## config.mk

```make
export PLATFORM = sky130hd
export DESIGN_NAME = bptc_div_pipe
export DESIGN_NICKNAME = d
export VERILOG_FILES = /design/src/hdl/bptc_pkg.sv /design/src/hdl/bptc_div_pipe.sv
export SDC_FILE = /design/constraint.sdc
export NUM_CORES = 2
export LEC_CHECK = 0
export BUFFER_PORTS_ARGS = -buffer_cell sky130_fd_sc_hd__buf_2
export CORE_MARGIN = 4
export CORE_UTILIZATION = 35
export CTS_BUF_LIST = sky130_fd_sc_hd__clkbuf_16
export CTS_CLUSTER_DIAMETER = 30
export DETAILED_ROUTE_END_ITERATION = 8
export PLACE_DENSITY = 0.56
export REMOVE_ABC_BUFFERS = 1
export SLEW_MARGIN = 25
export SYNTH_ARGS = -nofsm -noshare
export SYNTH_HDL_FRONTEND = slang
export SYNTH_SLANG_ARGS = --single-unit
```

## constraint.sdc

```tcl
create_clock -name clock -period 8.6 [get_ports clock]
set_input_delay 0.86 -clock clock [delete_from_list [all_inputs] [get_ports clock]]
set_output_delay 0.86 -clock clock [all_outputs]
set_load 0.005 [all_outputs]
```

## src/hdl/bptc_pkg.sv

```systemverilog
// shared types and constants for the barometric compensation pipeline
package bptc_pkg;

   localparam int unsigned CAL_COUNT  = 5;
   localparam int unsigned DIV_STAGES = 32;
   localparam int unsigned OSS        = 3;

   // calibration register indexes
   typedef enum logic [2:0] {
      CAL_AC1_AC2 = 3'd0,
      CAL_AC3_AC4 = 3'd1,
      CAL_AC5_AC6 = 3'd2,
      CAL_B1_B2   = 3'd3,
      CAL_MC_MD   = 3'd4
   } cal_index_type;

   // result status codes
   typedef enum logic [1:0] {
      FAULT_NONE     = 2'd0,
      FAULT_TEMP_DIV = 2'd1,
      FAULT_PRES_DIV = 2'd2
   } fault_type;

   localparam logic [31:0] B6_OFFSET   = 32'd4000;
   localparam logic [31:0] P_SCALE     = 32'd50000 >> OSS;
   localparam logic [31:0] K_SQ        = 32'd3038;
   localparam logic [31:0] K_LIN       = 32'hFFFF_E343; // -7357
   localparam logic [31:0] K_OFS       = 32'd3791;
   localparam logic [31:0] B4_BIAS     = 32'd32768;
   localparam logic [31:0] SIGN_BIT    = 32'h8000_0000;

endpackage

```

## src/hdl/bptc_div_pipe.sv

```systemverilog
// unsigned 32-bit restoring divider, one quotient bit per pipeline stage
module bptc_div_pipe (
   input  logic        clock,
   input  logic        en,
   input  logic [31:0] dividend,
   input  logic [31:0] divisor,
   output logic [31:0] quotient
);

   logic [31:0] rem_w [0:bptc_pkg::DIV_STAGES];
   logic [31:0] num_w [0:bptc_pkg::DIV_STAGES];
   logic [31:0] dvs_w [0:bptc_pkg::DIV_STAGES];
   logic [31:0] quo_w [0:bptc_pkg::DIV_STAGES];

   assign rem_w[0] = '0;
   assign num_w[0] = dividend;
   assign dvs_w[0] = divisor;
   assign quo_w[0] = '0;

   for (genvar k = 0; k < bptc_pkg::DIV_STAGES; k++) begin : g_stage
      logic [32:0] trial;
      logic        ge;
      logic [31:0] rem_in, num_in, quo_in;
      logic [31:0] rem_ff, num_ff, dvs_ff, quo_ff;

      // shift in next dividend bit and try subtracting
      always_comb begin
         trial  = {rem_w[k], num_w[k][31]};
         ge     = trial >= {1'b0, dvs_w[k]};
         rem_in = ge ? 32'(trial - {1'b0, dvs_w[k]}) : trial[31:0];
         num_in = {num_w[k][30:0], 1'b0};
         quo_in = {quo_w[k][30:0], ge};
      end

      always_ff @(posedge clock) begin
         if (en) begin
            rem_ff <= rem_in;
            num_ff <= num_in;
            dvs_ff <= dvs_w[k];
            quo_ff <= quo_in;
         end
      end

      assign rem_w[k+1] = rem_ff;
      assign num_w[k+1] = num_ff;
      assign dvs_w[k+1] = dvs_ff;
      assign quo_w[k+1] = quo_ff;
   end

   assign quotient = quo_w[bptc_pkg::DIV_STAGES];

endmodule

```

# After elaboration in Yosys (flattened, before gate mapping)
# Cells that the tools add are included.
word_totals:
  output_inout_bits: 32
  word_cells: 220
  inputBits: 66
  register_bits: 3008
op_classes:
  order_cmp: 32
  addsub: 31
  mux: 31
ops:
  columns: ["cell", "count"]
  rows:
  - ["33-bit by 32-bit >= comparator with 1-bit output", 31]
  - ["32-bit two-way mux", 30]
  - ["32-bit subtractor", 30]
  - ["1-bit by 32-bit >= comparator with 1-bit output", 1]
  - ["1-bit by 32-bit subtractor with 32-bit output", 1]
  - ["1-bit two-way mux", 1]

# Longest topological paths before layout
logic_depth:
  word_depth: 2
  mapped_depth: 16
  mapped_depth_nobuf: 14

# Worst setup path before layout
# OpenSTA, ideal clock, no wires.
synth_timing:
  path_kind: "register to register"
  startpoint: "reg g_stage[9].dvs_ff[1]"
  endpoint: "reg g_stage[10].rem_ff[4], data pin"
  synth_period_minus_slack_ns: 3.676
  required_time_ns: 8.338
  slack_ns: 4.924
  t_arrival_ns: 3.414
  path_buffers: 1
  setup_ns: 0.262
  stages_incl_launch_ff: 14
  cell_sequence: "edfxtp_1 > inv_1 > ha_1 > nor2b_1 > o211ai_1 > a21boi_1 > o31a_1 > a311o_1 > a221o_1 > a221o_1 > a41o_1 > a31oi_4 > buf_4 > mux2_1"
synth_via:
  elab_chain_len: 2
  elab_cells_between_ends: 3
  classes_between: "add/sub (1); order compare (1); mux (1)"
synth_lines:
  columns: ["element", "line_no", "text"]
  rows:
  - ["start, declared", "bptc_div_pipe.sv:24", "logic [31:0] rem_ff, num_ff, dvs_ff, quo_ff;"]
  - ["start signal, assigned", "bptc_div_pipe.sv:39", "dvs_ff <= dvs_w[k];"]
  - ["32-bit subtractor / 33-bit by 32-bit >= comparator with 1-bit output (equally long branches)", "bptc_div_pipe.sv:30, bptc_div_pipe.sv:29", null]
  - ["32-bit two-way mux (*)", "bptc_div_pipe.sv:30", "rem_in = ge ? 32'(trial - {1'b0, dvs_w[k]}) : trial[31:0];"]
  - ["named net g_stage[10].rem_in[4]", "bptc_div_pipe.sv:23", "logic [31:0] rem_in, num_in, quo_in;"]
  - ["end signal, assigned", "bptc_div_pipe.sv:37", "rem_ff <= rem_in;"]
  - ["end, declared", "bptc_div_pipe.sv:24", null]
# The timed path passes the listed nets; every way through them passes the cells marked *.
# A chain may end at the register's enable or synchronous reset.

# Final worst setup path
layout_timing:
  startpoint: "reg g_stage[11].rem_ff[5]"
  endpoint: "reg g_stage[12].rem_ff[3], data pin"
layout_via:
  elab_chain_len: 2
layout_lines:
  columns: ["element", "line_no", "text"]
  rows:
  - ["start, declared", "bptc_div_pipe.sv:24", null]
  - ["start signal, assigned", "bptc_div_pipe.sv:37", null]
  - ["33-bit by 32-bit >= comparator with 1-bit output", "bptc_div_pipe.sv:29", "ge = trial >= {1'b0, dvs_w[k]};"]
  - ["32-bit two-way mux", "bptc_div_pipe.sv:30", null]
  - ["named net g_stage[12].rem_in[3]", "bptc_div_pipe.sv:23", null]
  - ["end signal, assigned", "bptc_div_pipe.sv:37", null]
  - ["end, declared", "bptc_div_pipe.sv:24", null]
# The timed path passes the listed nets, and every way through them passes these cells.

==> metrics.txt <==
Iter 0 DRT Violations=5539; mapped cell area=152000 um2; power per cell area=408 nW/um2; Hold Fails Final Rpt=0; worst r2r path cells=12; RSZ-0062 raised after global routing=false; crit path DAT=5.36 ns; crit end category=flip-flop; Post-synth top flop=edfxtp_1; gr ovfl total=0; setup TNS=0 ns; # IOs=a little under 100; worst-path maximum fanout=62; most instantiated cells after synthesis=edfxtp_1 (3008), inv_1 (1229), ha_1 (994), o21ai_0 (909), nand2_1 (903); Synth-to-Final Area Change=21.4%; final worst-path cycle share=a little over half; Hold Startpoint=dividend[31]; ys async rst share=0%; Post-CTS Resized=0; type of origin of the critical path=flip-flop; RD Place Congestion=0.884; post-route DRC violation count=0; Synth Register Bits=3008; status=finished clean; Top cell by count, worst path=o21ai_0; Core ar.=432000 um2; Seq/Total Area, Yosys=59.5%; Synth Instances=roughly 12000; CTS clk-pin slew, worst paths=~0.05 ns; P_leak=74.2 nW; hold crit path type=in -> reg; top cell type's share of synthesized area=between 50% and 60%; Longest Clk Path Bufs=4; cell taking the most area after synthesis=edfxtp_1; Die Wd=667 um; global-route wire length before repair=510000 um; Worst Hold Depth=3; crit path buf inv count=1; maximum vdd drop=251 uV; max cap viols=0; I/O Buffers=97; Post-DP HPWL=231000 um; Die Area=444000 um2; largest cells by area after synthesis=edfxtp_1 (59%), ha_1 (8.2%), inv_1 (3.0%), o21ai_0 (3.0%), a21oi_1 (2.8%); Syn Area/Cell=roughly 12 um2; Cell variety after synth=88; Max Freq=217 MHz; DR pass1 iterations=6; CTS tree=built; Setup Skew=~0.084 ns; Worst Hold Endpoint=g_stage[0].rem_ff[0]$_DFFE_PP_; Die H=667 um; Setup Fix Bufs, Post-CTS=0; vias in the first global route=96100; count leader, synth=edfxtp_1; detailed-route via count=95000; worst r2r src=g_stage[11].rem_ff[5]$_DFFE_PP_; total CTS buffers=between 700 and 800; worst path cell trace=ha_1, nand2_1, or4b_2, o21ai_0, o2111a_1, o211ai_1, a31oi_1, a21oi_1, o21ai_0, a22o_2, buf_4, mux2_2; Detail Route Antenna Nets=0; Post-Route WL=322000 um; Initial Util=35.2%; Tmin final=between 4 and 5 ns; Top Family by Delay on Critical Path=compound AO/OA/AOI/OAI gates; worst skew pair latency=between 1 and 1.5 ns; Critical Path RT=9.35 ns; Slew Limit Fails=0; flop-to-flop setup slack=between 3 and 4 ns; final net count=approximately 14000; Final Core Density=between 40 and 50%; Post-synth EDFFs=around 3000; H-tree depth=6; worst stage delay on the critical path=~0.6 ns; Worst-Margin Slew=between 1 and 1.5 ns; initial antenna violation count=6; Worst slew margin=29.2%; vias per cell=4.91; RR Endpoint=g_stage[12].rem_ff[3]$_DFFE_PP_; Num Clock Sinks=3008; CTS Root Cell=clkbuf_16; gr usage total=14.1%; CP max stage cell=or4b_2; proportion of layout cells with a drive suffix above 1=12.7%; wire length per cell=16.6 um; endpoints failing setup=0; Ys Warns=0; critical setup path kind=reg -> reg; largest net degree at the start of global routing=201; row count=241
state kept, by name (all words and copies together), names as in the netlist:
register and flops:
g_stage.dvs_ff 992, g_stage.rem_ff 992, g_stage.num_ff 496, g_stage.quo_ff 496
quotient 32
timing repair:
action	4_1_cts	5_1_grt
endpoints found under the setup margin	0	0
hold endpoints to repair	62	0
hold buffers	62	0
routing by layer:
layer / part of all wire [%] / routed length, um / track usage (%) / vias to the layer above
met2: 52 / 166000 / 25.9 / 1881
met4: 4.2 / 13600 / 6.54 / 0
met3: 3.9 / 12500 / 2.31 / 752
met5: 0 / 0 / 0 / -
li1: - / - / - / 47300
met1: 40 / 130000 / 15.9 / 45100
cell type report:
cell class                      instances  area [um2]
Inverter                             1230        4620
Tap cell                             5710        7140
Fill cell                           39700      247000
Multi-Input combinational cell       7848       56100
Clock buffer                          710       17800
Clock inverter                        591        6360
Timing Repair Buffer                  234        1980
Antenna cell                            5        12.5
Sequential cell                      3008       90300
report_power, final:
part	switching [mW]	internal, mW	total [mW]
Sequential	1.89	21.1	23.0
Combinational	14.7	11.2	25.9
Clock	8.50	17.8	26.3
Total	25.1	50.1	75.2
worst max path at each step:
stage / from / to / slack [ns] / cells after the start
global placement: g_stage[13].dvs_ff[1]$_DFFE_PP_ / g_stage[14].rem_ff[28]$_DFFE_PP_ / 4.01 / 13
global route: g_stage[12].dvs_ff[1]$_DFFE_PP_ / g_stage[13].rem_ff[9]$_DFFE_PP_ / 3.60 / 13
finish: g_stage[11].rem_ff[5]$_DFFE_PP_ / g_stage[12].rem_ff[3]$_DFFE_PP_ / 3.99 / 12
floorplan: g_stage[5].rem_ff[13]$_DFFE_PP_ / g_stage[6].rem_ff[27]$_DFFE_PP_ / 1.48 / 12
detailed placement: g_stage[13].rem_ff[0]$_DFFE_PP_ / g_stage[14].rem_ff[28]$_DFFE_PP_ / 3.95 / 12
CTS: g_stage[13].rem_ff[0]$_DFFE_PP_ / g_stage[14].rem_ff[28]$_DFFE_PP_ / 3.93 / 12
layout by cell type, fill, tap and decap left out, types with 105 or more instances in the layout:
cell type	netlist	final
a21o_1	510	510
nand2_1	903	903
ha_1	994	994
a21oi_1	847	844
nand2b_1	139	139
inv_1	1229	1308
edfxtp_1	3008	3008
o21ai_0	909	909
clkbuf_16	0	710
o21bai_1	108	108
nand3_1	201	201
xor2_1	369	369
nor2b_1	137	137
nor2_1	524	524
o21a_1	138	136
nand4_1	136	136
mux2_2	343	343
clkinv_2	0	109
nor3_1	106	105
xnor2_1	445	445
cell families after synthesis:
group,synth area share [%]
DFF,59.5
and+or+nand+nor,7.65
AOI/OAI and AO/OA,13.1
xor gates and xnor gates,4.70
adders and majority gates,8.59
muxes,2.70
buffers and inverters,3.75
per-stage QoR:
stage | power [mW] | hold slack, ns | setup WS (ns) | cells | cell area (um2)
3_5_place_dp | 49.1 | 0.405 | 3.95 | 18000 | 159000
4_1_cts | 75.9 | 0.173 | 3.93 | 19300 | 184000
6_report | 75.2 | 0.293 | 3.99 | 19300 | 184000
3_3_place_gp | 48.9 | 0.400 | 4.01 | 18000 | 159000
2_1_floorplan | 42.4 | 0.400 | 1.48 | 12100 | 151000
5_1_grt | 80.2 | 0.236 | 3.60 | 19300 | 184000
worst min-delay path, stage by stage:
cell and delay [ns]:
buf_2 0.07, inv_1 0.04, mux2i_1 0.17
No activity file was read; power rests on OpenSTA's default activity.
